`src/rtl/core/thst_pkg.sv`:
```
// ----------------------------------------------------------------------------
// thst_pkg
// Shared types and constants for the tracked hand slot table: command codes,
// register indexes, reset values, slot record and squaring unit operations.
// ----------------------------------------------------------------------------
package thst_pkg;

    // Commands carried in the input request
    localparam logic [1:0] CMD_GESTURE = 2'd0;
    localparam logic [1:0] CMD_CREATE  = 2'd1;
    localparam logic [1:0] CMD_UPDATE  = 2'd2;
    localparam logic [1:0] CMD_DESTROY = 2'd3;

    // Register indexes (byte address bit 2)
    localparam logic REG_MIN_SPACING  = 1'b0;
    localparam logic REG_SLOTS_IN_USE = 1'b1;

    localparam int MIN_DIST_W = 14;
    localparam int USE_W      = 3;
    localparam int POS_W      = 15;
    localparam int ID_W       = 32;
    localparam int ACC_W      = 32;
    localparam int MD2_W      = 2 * MIN_DIST_W;
    localparam int SLOT_IDX_W = 2;
    localparam int COUNT_W    = 3;

    localparam logic [MIN_DIST_W-1:0] MIN_SPACING_RESET  = 14'd100;
    localparam logic [USE_W-1:0]      SLOTS_IN_USE_RESET = 3'd4;

    // Operations of the shared squaring unit
    localparam logic [1:0] SQ_HOLD = 2'd0;
    localparam logic [1:0] SQ_LOAD = 2'd1;
    localparam logic [1:0] SQ_ADD  = 2'd2;

    typedef logic signed [POS_W-1:0] pos_t;

    typedef struct packed {
        logic            valid;
        logic [ID_W-1:0] ident;
        pos_t            pos_x;
        pos_t            pos_y;
        pos_t            pos_z;
    } slot_t;

    typedef struct packed {
        logic  we;
        logic  wr_ident;
        slot_t data;
    } slot_wr_t;

endpackage

```
`src/rtl/core/thst_sq_unit.sv`:
```
// ----------------------------------------------------------------------------
// thst_sq_unit
// Shared difference-square accumulator: squares a - b and either loads or
// adds the result into a 32-bit accumulator, or holds it, one term per cycle.
// ----------------------------------------------------------------------------
module thst_sq_unit
    import thst_pkg::*;
(
    input  logic             clk,
    input  logic [1:0]       op,
    input  pos_t             a,
    input  pos_t             b,
    output logic [ACC_W-1:0] acc
);

    logic signed [POS_W:0]   diff;
    logic signed [ACC_W-1:0] prod;
    logic [ACC_W-1:0]        acc_reg;
    logic [ACC_W-1:0]        acc_next;

    assign diff = {a[POS_W-1], a} - {b[POS_W-1], b};
    assign prod = ACC_W'(diff) * ACC_W'(diff);

    always_comb
    begin
        case (op)
            SQ_LOAD: acc_next = unsigned'(prod);
            SQ_ADD:  acc_next = acc_reg + unsigned'(prod);
            default: acc_next = acc_reg;
        endcase
    end

    // accumulator is always loaded before it is read
    always_ff @(posedge clk)
    begin
        acc_reg <= acc_next;
    end

    assign acc = acc_reg;

endmodule

```
`src/rtl/core/thst_slot_store.sv`:
```
// ----------------------------------------------------------------------------
// thst_slot_store
// Slot records (flag, identifier, position), cleared at reset, with one
// read and one write through a shared slot index.
// ----------------------------------------------------------------------------
module thst_slot_store
    import thst_pkg::*;
#(
    parameter int NUM_SLOTS = 4,
    parameter int SW        = 2
)
(
    input  logic          clk,
    input  logic          rst_n,
    input  logic [SW-1:0] idx,
    input  slot_wr_t      wr,
    output slot_t         rd
);

    slot_t slots_reg [NUM_SLOTS];

    always_ff @(posedge clk or negedge rst_n)
    begin
        if (!rst_n)
        begin
            for (int i = 0; i < NUM_SLOTS; i++)
            begin
                slots_reg[i] <= '0;
            end
        end
        else if (wr.we)
        begin
            slots_reg[idx].valid <= wr.data.valid;
            slots_reg[idx].pos_x <= wr.data.pos_x;
            slots_reg[idx].pos_y <= wr.data.pos_y;
            slots_reg[idx].pos_z <= wr.data.pos_z;
            if (wr.wr_ident)
            begin
                slots_reg[idx].ident <= wr.data.ident;
            end
        end
    end

    assign rd = slots_reg[idx];

endmodule

```
`src/rtl/core/tracked_hand_slot_table.sv`:
```
// ----------------------------------------------------------------------------
// tracked_hand_slot_table
// Table of tracked object slots driven by gesture, create, update and
// destroy requests, with one result per request.
// ----------------------------------------------------------------------------
// Usage:
//   Input requests arrive on s_tvalid/s_tready with the command in s_tuser
//   and identifier and position in s_tdata. Each request yields exactly one
//   result on m_tvalid/m_tready. min_spacing and slots_in_use are written
//   over the APB port at byte addresses 0 and 4; the user must write them
//   only while the block idles, as the block itself does not enforce it.
//   One request at a time; s_tready is high only while the sequencer idles.
//   Create, update and destroy walk the slots one per cycle. A gesture with
//   nothing tracked is granted at once; otherwise the shared squaring unit
//   first forms the squared minimum distance, then takes three axis terms
//   and a compare per tracked slot and skips each free slot.
//   Reset clears every slot, the tracked count and the output valid flag and
//   restores min_spacing to 100 and slots_in_use to 4.
//   A stalled receiver holds the result in the output register; the next
//   request is still accepted and worked on, and waits to be shown until the
//   output register is free.
// ----------------------------------------------------------------------------
module tracked_hand_slot_table
    import thst_pkg::*;
#(
    parameter int NUM_SLOTS = 4
)
(
    input  logic        clk,
    input  logic        rst_n,
    // stream in
    input  logic        s_tvalid,
    output logic        s_tready,
    input  logic [79:0] s_tdata,   // hand_id[31:0], pos_x[46:32], pos_y[61:47], pos_z[76:62]
    input  logic [1:0]  s_tuser,   // command[1:0]
    // stream out
    output logic        m_tvalid,
    input  logic        m_tready,
    output logic [7:0]  m_tdata,   // start_tracking[0], hit[1], slot_index[3:2],
                                   // tracked_count[6:4]
    // configuration
    input  logic        psel,
    input  logic        penable,
    input  logic        pwrite,
    input  logic [2:0]  paddr,
    input  logic [31:0] pwdata,
    output logic [31:0] prdata,
    output logic        pready
);

    localparam int SW = (NUM_SLOTS > 1) ? $clog2(NUM_SLOTS) : 1;
    localparam int AW = $clog2(NUM_SLOTS + 1);
    localparam int LW = (AW > COUNT_W) ? AW : COUNT_W;

    localparam logic [2:0] ST_IDLE    = 3'd0;
    localparam logic [2:0] ST_MD2     = 3'd1;
    localparam logic [2:0] ST_MDLATCH = 3'd2;
    localparam logic [2:0] ST_SCAN    = 3'd3;
    localparam logic [2:0] ST_DONE    = 3'd4;

    // ------------------------------------------------------------------
    // Configuration registers
    // ------------------------------------------------------------------
    logic [MIN_DIST_W-1:0] min_spacing_reg;
    logic [USE_W-1:0]      slots_in_use_reg;
    logic                  cfg_wr;

    assign pready = 1'b1;
    assign cfg_wr = psel && penable && pwrite;

    always_ff @(posedge clk or negedge rst_n)
    begin
        if (!rst_n)
        begin
            min_spacing_reg  <= MIN_SPACING_RESET;
            slots_in_use_reg <= SLOTS_IN_USE_RESET;
        end
        else if (cfg_wr)
        begin
            if (paddr[2] == REG_MIN_SPACING)
            begin
                min_spacing_reg <= pwdata[MIN_DIST_W-1:0];
            end
            else
            begin
                slots_in_use_reg <= pwdata[USE_W-1:0];
            end
        end
    end

    assign prdata = (paddr[2] == REG_SLOTS_IN_USE) ? {{(32-USE_W){1'b0}}, slots_in_use_reg}
                                                   : {{(32-MIN_DIST_W){1'b0}}, min_spacing_reg};

    // Search length: slots_in_use clipped to the number of slots
    logic [LW-1:0] uses_w;
    logic [LW-1:0] num_w;
    logic [LW-1:0] search_len;

    assign uses_w     = LW'(slots_in_use_reg);
    assign num_w      = LW'(NUM_SLOTS);
    assign search_len = (uses_w > num_w) ? num_w : uses_w;

    // ------------------------------------------------------------------
    // Sequencer state
    // ------------------------------------------------------------------
    logic [2:0]    state_reg,  state_next;
    logic [LW-1:0] cnt_reg,    cnt_next;
    logic [1:0]    phase_reg,  phase_next;
    logic [AW-1:0] count_reg,  count_next;

    // request held for the whole walk
    logic [1:0]       cmd_reg,   cmd_next;
    logic [ID_W-1:0]  id_reg,    id_next;
    pos_t             px_reg,    px_next;
    pos_t             py_reg,    py_next;
    pos_t             pz_reg,    pz_next;
    logic [MD2_W-1:0] md2_reg,   md2_next;
    logic             start_reg, start_next;
    logic             hit_reg,   hit_next;

    // output register
    logic                  out_valid_reg, out_valid_next;
    logic                  out_start_reg, out_start_next;
    logic                  out_hit_reg,   out_hit_next;
    logic [SLOT_IDX_W-1:0] out_slot_reg,  out_slot_next;
    logic [COUNT_W-1:0]    out_count_reg, out_count_next;

    // shared unit and slot store
    logic [1:0]       sq_op;
    pos_t             sq_a;
    pos_t             sq_b;
    logic [ACC_W-1:0] sq_acc;
    slot_t            rd;
    slot_wr_t         wr;
    logic             scan_end;
    logic             out_free;
    logic [LW-1:0]    count_w;

    assign scan_end = (cnt_reg >= search_len);
    assign out_free = !out_valid_reg || m_tready;
    assign count_w  = LW'(count_reg);
    assign s_tready = (state_reg == ST_IDLE);

    thst_sq_unit u_sq
    (
        .clk (clk),
        .op  (sq_op),
        .a   (sq_a),
        .b   (sq_b),
        .acc (sq_acc)
    );

    thst_slot_store #(
        .NUM_SLOTS (NUM_SLOTS),
        .SW        (SW)
    ) u_store
    (
        .clk   (clk),
        .rst_n (rst_n),
        .idx   (cnt_reg[SW-1:0]),
        .wr    (wr),
        .rd    (rd)
    );

    always_comb
    begin
        state_next = state_reg;
        cnt_next   = cnt_reg;
        phase_next = phase_reg;
        count_next = count_reg;
        cmd_next   = cmd_reg;
        id_next    = id_reg;
        px_next    = px_reg;
        py_next    = py_reg;
        pz_next    = pz_reg;
        md2_next   = md2_reg;
        start_next = start_reg;
        hit_next   = hit_reg;
        sq_op      = SQ_HOLD;
        sq_a       = px_reg;
        sq_b       = rd.pos_x;
        wr         = '0;

        case (state_reg)
            ST_IDLE:
            begin
                if (s_tvalid)
                begin
                    // take the request and open the walk at slot 0
                    cmd_next   = s_tuser;
                    id_next    = s_tdata[31:0];
                    px_next    = s_tdata[46:32];
                    py_next    = s_tdata[61:47];
                    pz_next    = s_tdata[76:62];
                    cnt_next   = '0;
                    phase_next = '0;
                    hit_next   = 1'b0;
                    start_next = (s_tuser == CMD_GESTURE);
                    if (s_tuser == CMD_GESTURE)
                    begin
                        // nothing tracked: grant at once
                        state_next = (count_reg == '0) ? ST_DONE : ST_MD2;
                    end
                    else
                    begin
                        state_next = ST_SCAN;
                    end
                end
            end

            ST_MD2:
            begin
                // square the minimum distance through the shared unit
                sq_op      = SQ_LOAD;
                sq_a       = {1'b0, min_spacing_reg};
                sq_b       = '0;
                state_next = ST_MDLATCH;
            end

            ST_MDLATCH:
            begin
                md2_next   = sq_acc[MD2_W-1:0];
                state_next = ST_SCAN;
            end

            ST_SCAN:
            begin
                if (scan_end)
                begin
                    state_next = ST_DONE;
                end
                else if (cmd_reg == CMD_GESTURE)
                begin
                    if (!rd.valid)
                    begin
                        cnt_next = cnt_reg + 1'b1;
                    end
                    else
                    begin
                        // x term, y term, z term, then compare
                        case (phase_reg)
                            2'd0:
                            begin
                                sq_op = SQ_LOAD;
                                sq_a  = px_reg;
                                sq_b  = rd.pos_x;
                            end
                            2'd1:
                            begin
                                sq_op = SQ_ADD;
                                sq_a  = py_reg;
                                sq_b  = rd.pos_y;
                            end
                            2'd2:
                            begin
                                sq_op = SQ_ADD;
                                sq_a  = pz_reg;
                                sq_b  = rd.pos_z;
                            end
                            default:
                            begin
                                if (sq_acc < {{(ACC_W-MD2_W){1'b0}}, md2_reg})
                                begin
                                    start_next = 1'b0;
                                end
                                cnt_next = cnt_reg + 1'b1;
                            end
                        endcase
                        phase_next = phase_reg + 1'b1;
                    end
                end
                else if (cmd_reg == CMD_CREATE)
                begin
                    if (!rd.valid)
                    begin
                        // claim the first free slot
                        wr.we         = 1'b1;
                        wr.wr_ident   = 1'b1;
                        wr.data.valid = 1'b1;
                        wr.data.ident = id_reg;
                        wr.data.pos_x = px_reg;
                        wr.data.pos_y = py_reg;
                        wr.data.pos_z = pz_reg;
                        count_next    = count_reg + 1'b1;
                        hit_next      = 1'b1;
                        state_next    = ST_DONE;
                    end
                    else
                    begin
                        cnt_next = cnt_reg + 1'b1;
                    end
                end
                else if (rd.ident == id_reg)
                begin
                    // first identifier match ends the walk, tracked or not
                    state_next = ST_DONE;
                    if (cmd_reg == CMD_UPDATE)
                    begin
                        if (rd.valid)
                        begin
                            wr.we         = 1'b1;
                            wr.data.valid = 1'b1;
                            wr.data.pos_x = px_reg;
                            wr.data.pos_y = py_reg;
                            wr.data.pos_z = pz_reg;
                            hit_next      = 1'b1;
                        end
                    end
                    else
                    begin
                        // drop position and flag, keep the identifier
                        wr.we = 1'b1;
                        if (rd.valid)
                        begin
                            hit_next = 1'b1;
                            if (count_reg != '0)
                            begin
                                count_next = count_reg - 1'b1;
                            end
                        end
                    end
                end
                else
                begin
                    cnt_next = cnt_reg + 1'b1;
                end
            end

            ST_DONE:
            begin
                if (out_free)
                begin
                    state_next = ST_IDLE;
                end
            end

            default:
            begin
                state_next = ST_IDLE;
            end
        endcase
    end

    // Output register: hold until taken, reload from the finished walk
    always_comb
    begin
        out_valid_next = out_valid_reg && !m_tready;
        out_start_next = out_start_reg;
        out_hit_next   = out_hit_reg;
        out_slot_next  = out_slot_reg;
        out_count_next = out_count_reg;
        if ((state_reg == ST_DONE) && out_free)
        begin
            out_valid_next = 1'b1;
            out_start_next = start_reg;
            out_hit_next   = hit_reg;
            out_slot_next  = hit_reg ? cnt_reg[SLOT_IDX_W-1:0] : '0;
            out_count_next = count_w[COUNT_W-1:0];
        end
    end

    always_ff @(posedge clk or negedge rst_n)
    begin
        if (!rst_n)
        begin
            state_reg     <= ST_IDLE;
            cnt_reg       <= '0;
            phase_reg     <= '0;
            count_reg     <= '0;
            out_valid_reg <= 1'b0;
        end
        else
        begin
            state_reg     <= state_next;
            cnt_reg       <= cnt_next;
            phase_reg     <= phase_next;
            count_reg     <= count_next;
            out_valid_reg <= out_valid_next;
        end
    end

    always_ff @(posedge clk)
    begin
        cmd_reg       <= cmd_next;
        id_reg        <= id_next;
        px_reg        <= px_next;
        py_reg        <= py_next;
        pz_reg        <= pz_next;
        md2_reg       <= md2_next;
        start_reg     <= start_next;
        hit_reg       <= hit_next;
        out_start_reg <= out_start_next;
        out_hit_reg   <= out_hit_next;
        out_slot_reg  <= out_slot_next;
        out_count_reg <= out_count_next;
    end

    assign m_tvalid = out_valid_reg;
    assign m_tdata  = {1'b0, out_count_reg, out_slot_reg, out_hit_reg, out_start_reg};

    // ------------------------------------------------------------------
    // Assertions
    // ------------------------------------------------------------------
    a_count_bound: assert property (@(posedge clk) disable iff (!rst_n)
        count_reg <= AW'(NUM_SLOTS))
        else $error("tracked count exceeds slot count");

    a_one_at_a_time: assert property (@(posedge clk) disable iff (!rst_n)
        (s_tvalid && s_tready) |=> !s_tready)
        else $error("request accepted while the previous one is at work");

    a_write_in_scan: assert property (@(posedge clk) disable iff (!rst_n)
        wr.we |-> (state_reg == ST_SCAN) && !scan_end)
        else $error("slot written outside the walk");

    a_count_stable: assert property (@(posedge clk) disable iff (!rst_n)
        (state_reg != ST_SCAN) |=> $stable(count_reg))
        else $error("tracked count changed outside the walk");

endmodule

```
`config.mk`:
```
export PLATFORM = sky130hd
export DESIGN_NAME = tracked_hand_slot_table
export DESIGN_NICKNAME = d
export VERILOG_FILES = /design/src/rtl/core/thst_pkg.sv /design/src/rtl/core/thst_sq_unit.sv /design/src/rtl/core/thst_slot_store.sv /design/src/rtl/core/tracked_hand_slot_table.sv
export SDC_FILE = /design/constraint.sdc
export NUM_CORES = 2
export LEC_CHECK = 0
export BUFFER_PORTS_ARGS = -buffer_cell sky130_fd_sc_hd__buf_2
export CORE_MARGIN = 2
export CORE_UTILIZATION = 40
export DETAILED_ROUTE_END_ITERATION = 10
export PLACE_DENSITY = 0.61
export SLEW_MARGIN = 30
export SYNTH_ARGS = -nofsm -noshare
export SYNTH_HDL_FRONTEND = slang
export SYNTH_SLANG_ARGS = --single-unit
```
`constraint.sdc`:
```
create_clock -name clk -period 15.54 [get_ports clk]
set_input_delay 1.554 -clock clk [delete_from_list [all_inputs] [get_ports clk]]
set_output_delay 1.554 -clock clk [all_outputs]
set_load 0.05 [all_outputs]
```
==> flow_summary.toml <==
[outcome]
status = "finished clean"

[grt]
grt_max_degree = 104
grt_pass1_vias = 21740
grt.total_usage = 0.1835
gr-total-overflow = 0
grt_first_pass_wirelength_um = 121400
antenna_found_initial = 6

[clock_network]
clockRootBuffer = "clkbuf_16"
post_cts_buffers = 0
cts.sinks = 489
cts_tree = "yes"
cts_made_buffers = 53
clk_latency_ps = 600
cts_resized = 0
clk_path_buf_depth = 3
h-tree-depth = 2
clk_pin_slew_ps = 60
ctsHoldBuffers = 0

[synthesis]
yosysWarnings = 0
syn_avg_cell_area_um2 = 10.98
synth-seq-cells = 489
synth_area_leaders = "dfrtp_1 26%, fa_1 15%, edfxtp_1 14%, mux2_2 7.4%, ha_1 6.6%"
ys_seq_area_frac = 0.3996
synth_ff_type = "dfrtp_1"
synth_edf_count = 148
syn_area_um2 = 32490
ys_async_sr_fraction = 0.6973
netlist.area_leader.share = 0.2596
ys_types = 64
synthTopCellsByCount = "374 x inv_1, 353 x nand2_1, 337 x dfrtp_1, 237 x fa_1, 217 x o21ai_0"
synth_most_common_cell = "inv_1"
netlist_instances = 2959
yosysTopAreaCell = "dfrtp_1"

[critical_path]
arrival_ps = 13680
crit_path_max_incr_delay_ps = 540
required_ps = 15880
startpoint = "slots_in_use_reg[0]$_DFFE_PN0P_"
rr_worst_depth = 51
criticalPathCategory = "flop to flop"
reg2reg_slack_ps = 2200
cp-end-kind = "flop"
critPathSlowestCell = "fa_1"
cp_max_fo = 15
timing.rr.end = "u_sq.acc[31]$_DFFE_PP_"
endpoint = "u_sq.acc[31]$_DFFE_PP_"
start_kind = "flop"
regToRegStartpoint = "slots_in_use_reg[0]$_DFFE_PN0P_"

[floorplan]
rows = 104
core-area_um2 = 80420
io_pins = 167
die_w_um = 289.0
die_h_um = 289.0
dieArea_um2 = 83520
start_util = 0.4040

[timing]
maxSlewHeadroom = 0.3805
max_freq_mhz = 74.96
setup_viol = 0
clock_skew_ps = 23.43
timing.final.ws_setup_ps = 2200
min_period_ps = 13340
slew_violations = 0
hold_viol = 0
rsz0062_at_grt = "no"
finalCritPeriodShare = 0.8584
setup_tns_ps = 0
worst_pin_slew_ps = 929.2
whs_ps = 438.5

[layout]
area_delta_synth_final_pct = 10.99
n_antenna_cell = 0
fin_util = 0.4484
largest_reg_flops = 312
final_nets = 3585
drive_gt1_frac = 0.1754

[route]
via_per_inst = 5.092
drtIter0Drc = 1354
vias = 21160
drc_errors = 0
dr.pass1.iters = 5
drt.antenna.violating_nets = 0
wl_per_cell_um = 18.08
wl_um = 75140

[placed_design]
place_ws_ps = 2258
place_hpwl_um = 53060
port-buffer-count = 123
gp_congestion = 0.8609

[hold_path]
hold_path_class = "flop to flop"

[job]
cap_viol_max_count = 0
## how the worst min path moves through the flow
stage / from / cells after the start / end / slack, ps
final: start_reg$_SDFFCE_PP0P_ / 0 / out_start_reg$_DFFE_PP_ / 440
after global routing: start_reg$_SDFFCE_PP0P_ / 0 / out_start_reg$_DFFE_PP_ / 460
after CTS: start_reg$_SDFFCE_PP0P_ / 0 / out_start_reg$_DFFE_PP_ / 440
after detailed placement: start_reg$_SDFFCE_PP0P_ / 0 / out_start_reg$_DFFE_PP_ / 430
after global placement: start_reg$_SDFFCE_PP0P_ / 0 / out_start_reg$_DFFE_PP_ / 420
after floorplan: start_reg$_SDFFCE_PP0P_ / 0 / out_start_reg$_DFFE_PP_ / 400
## cell families after synthesis
logic type / count (synthesis) / share of synthesized area
AOI/OAI and AO/OA: 504 / 0.09254
xor gates and xnor gates: 114 / 0.03073
adders and majority gates: 409 / 0.2123
buffers and inverters: 521 / 0.06362
DFF: 489 / 0.3996
muxes: 273 / 0.1147
other: 2 / 0.0002312
and+or+nand+nor: 647 / 0.08631
## layout make-up
cell class | count | area (um2)
clock inverter | 16 | 217.7
timing repair buffer | 163 | 942.2
clock buffer | 83 | 1614
inverter | 378 | 1421
tap | 1060 | 1326
sequential | 489 | 12990
multi-input combinational | 1967 | 17550
fill | 7698 | 44360
## through the flow
stage / cell area [um2] / cells
after floorplan: 32560 / 2977
after global placement: 34220 / 4057
after detailed placement: 34220 / 4057
after CTS: 36050 / 4156
after global routing: 36060 / 4156
final: 36060 / 4156
## per-layer routing
layer / up-vias / track usage / wire length [um]
met3: 110 / 0.02835 / 3727
met2: 472 / 0.2898 / 34130
met4: 10 / 0.04175 / 1800
met5: - / 0 / 62
li1: 10150 / - / -
met1: 10430 / 0.2669 / 35420
## worst max-delay path: cells and delay by family, from the launching register on
family	cells	cell delay, ps
buffers and inverters	9	1190
xor gates and xnor gates	3	510
adders and majority gates	10	4440
and+or+nand+nor	13	3230
AOI/OAI and AO/OA	16	3330
DFF	1	380
## placed cells by master, fill, tap and decap left out, drive strengths merged, types with 83 or more instances in the layout
| cell type | count |
|---|---|
| a21oi | 97 |
| buf | 163 |
| o21ai | 241 |
| edfxtp | 148 |
| dfrtp | 337 |
| clkbuf | 83 |
| mux2 | 214 |
| ha | 172 |
| nor2 | 120 |
| inv | 379 |
| nand2 | 353 |
| fa | 237 |
| xnor2 | 88 |
Power is not shown: default switching activity piles up to over one toggle a cycle in this logic, so the estimate is an artifact.
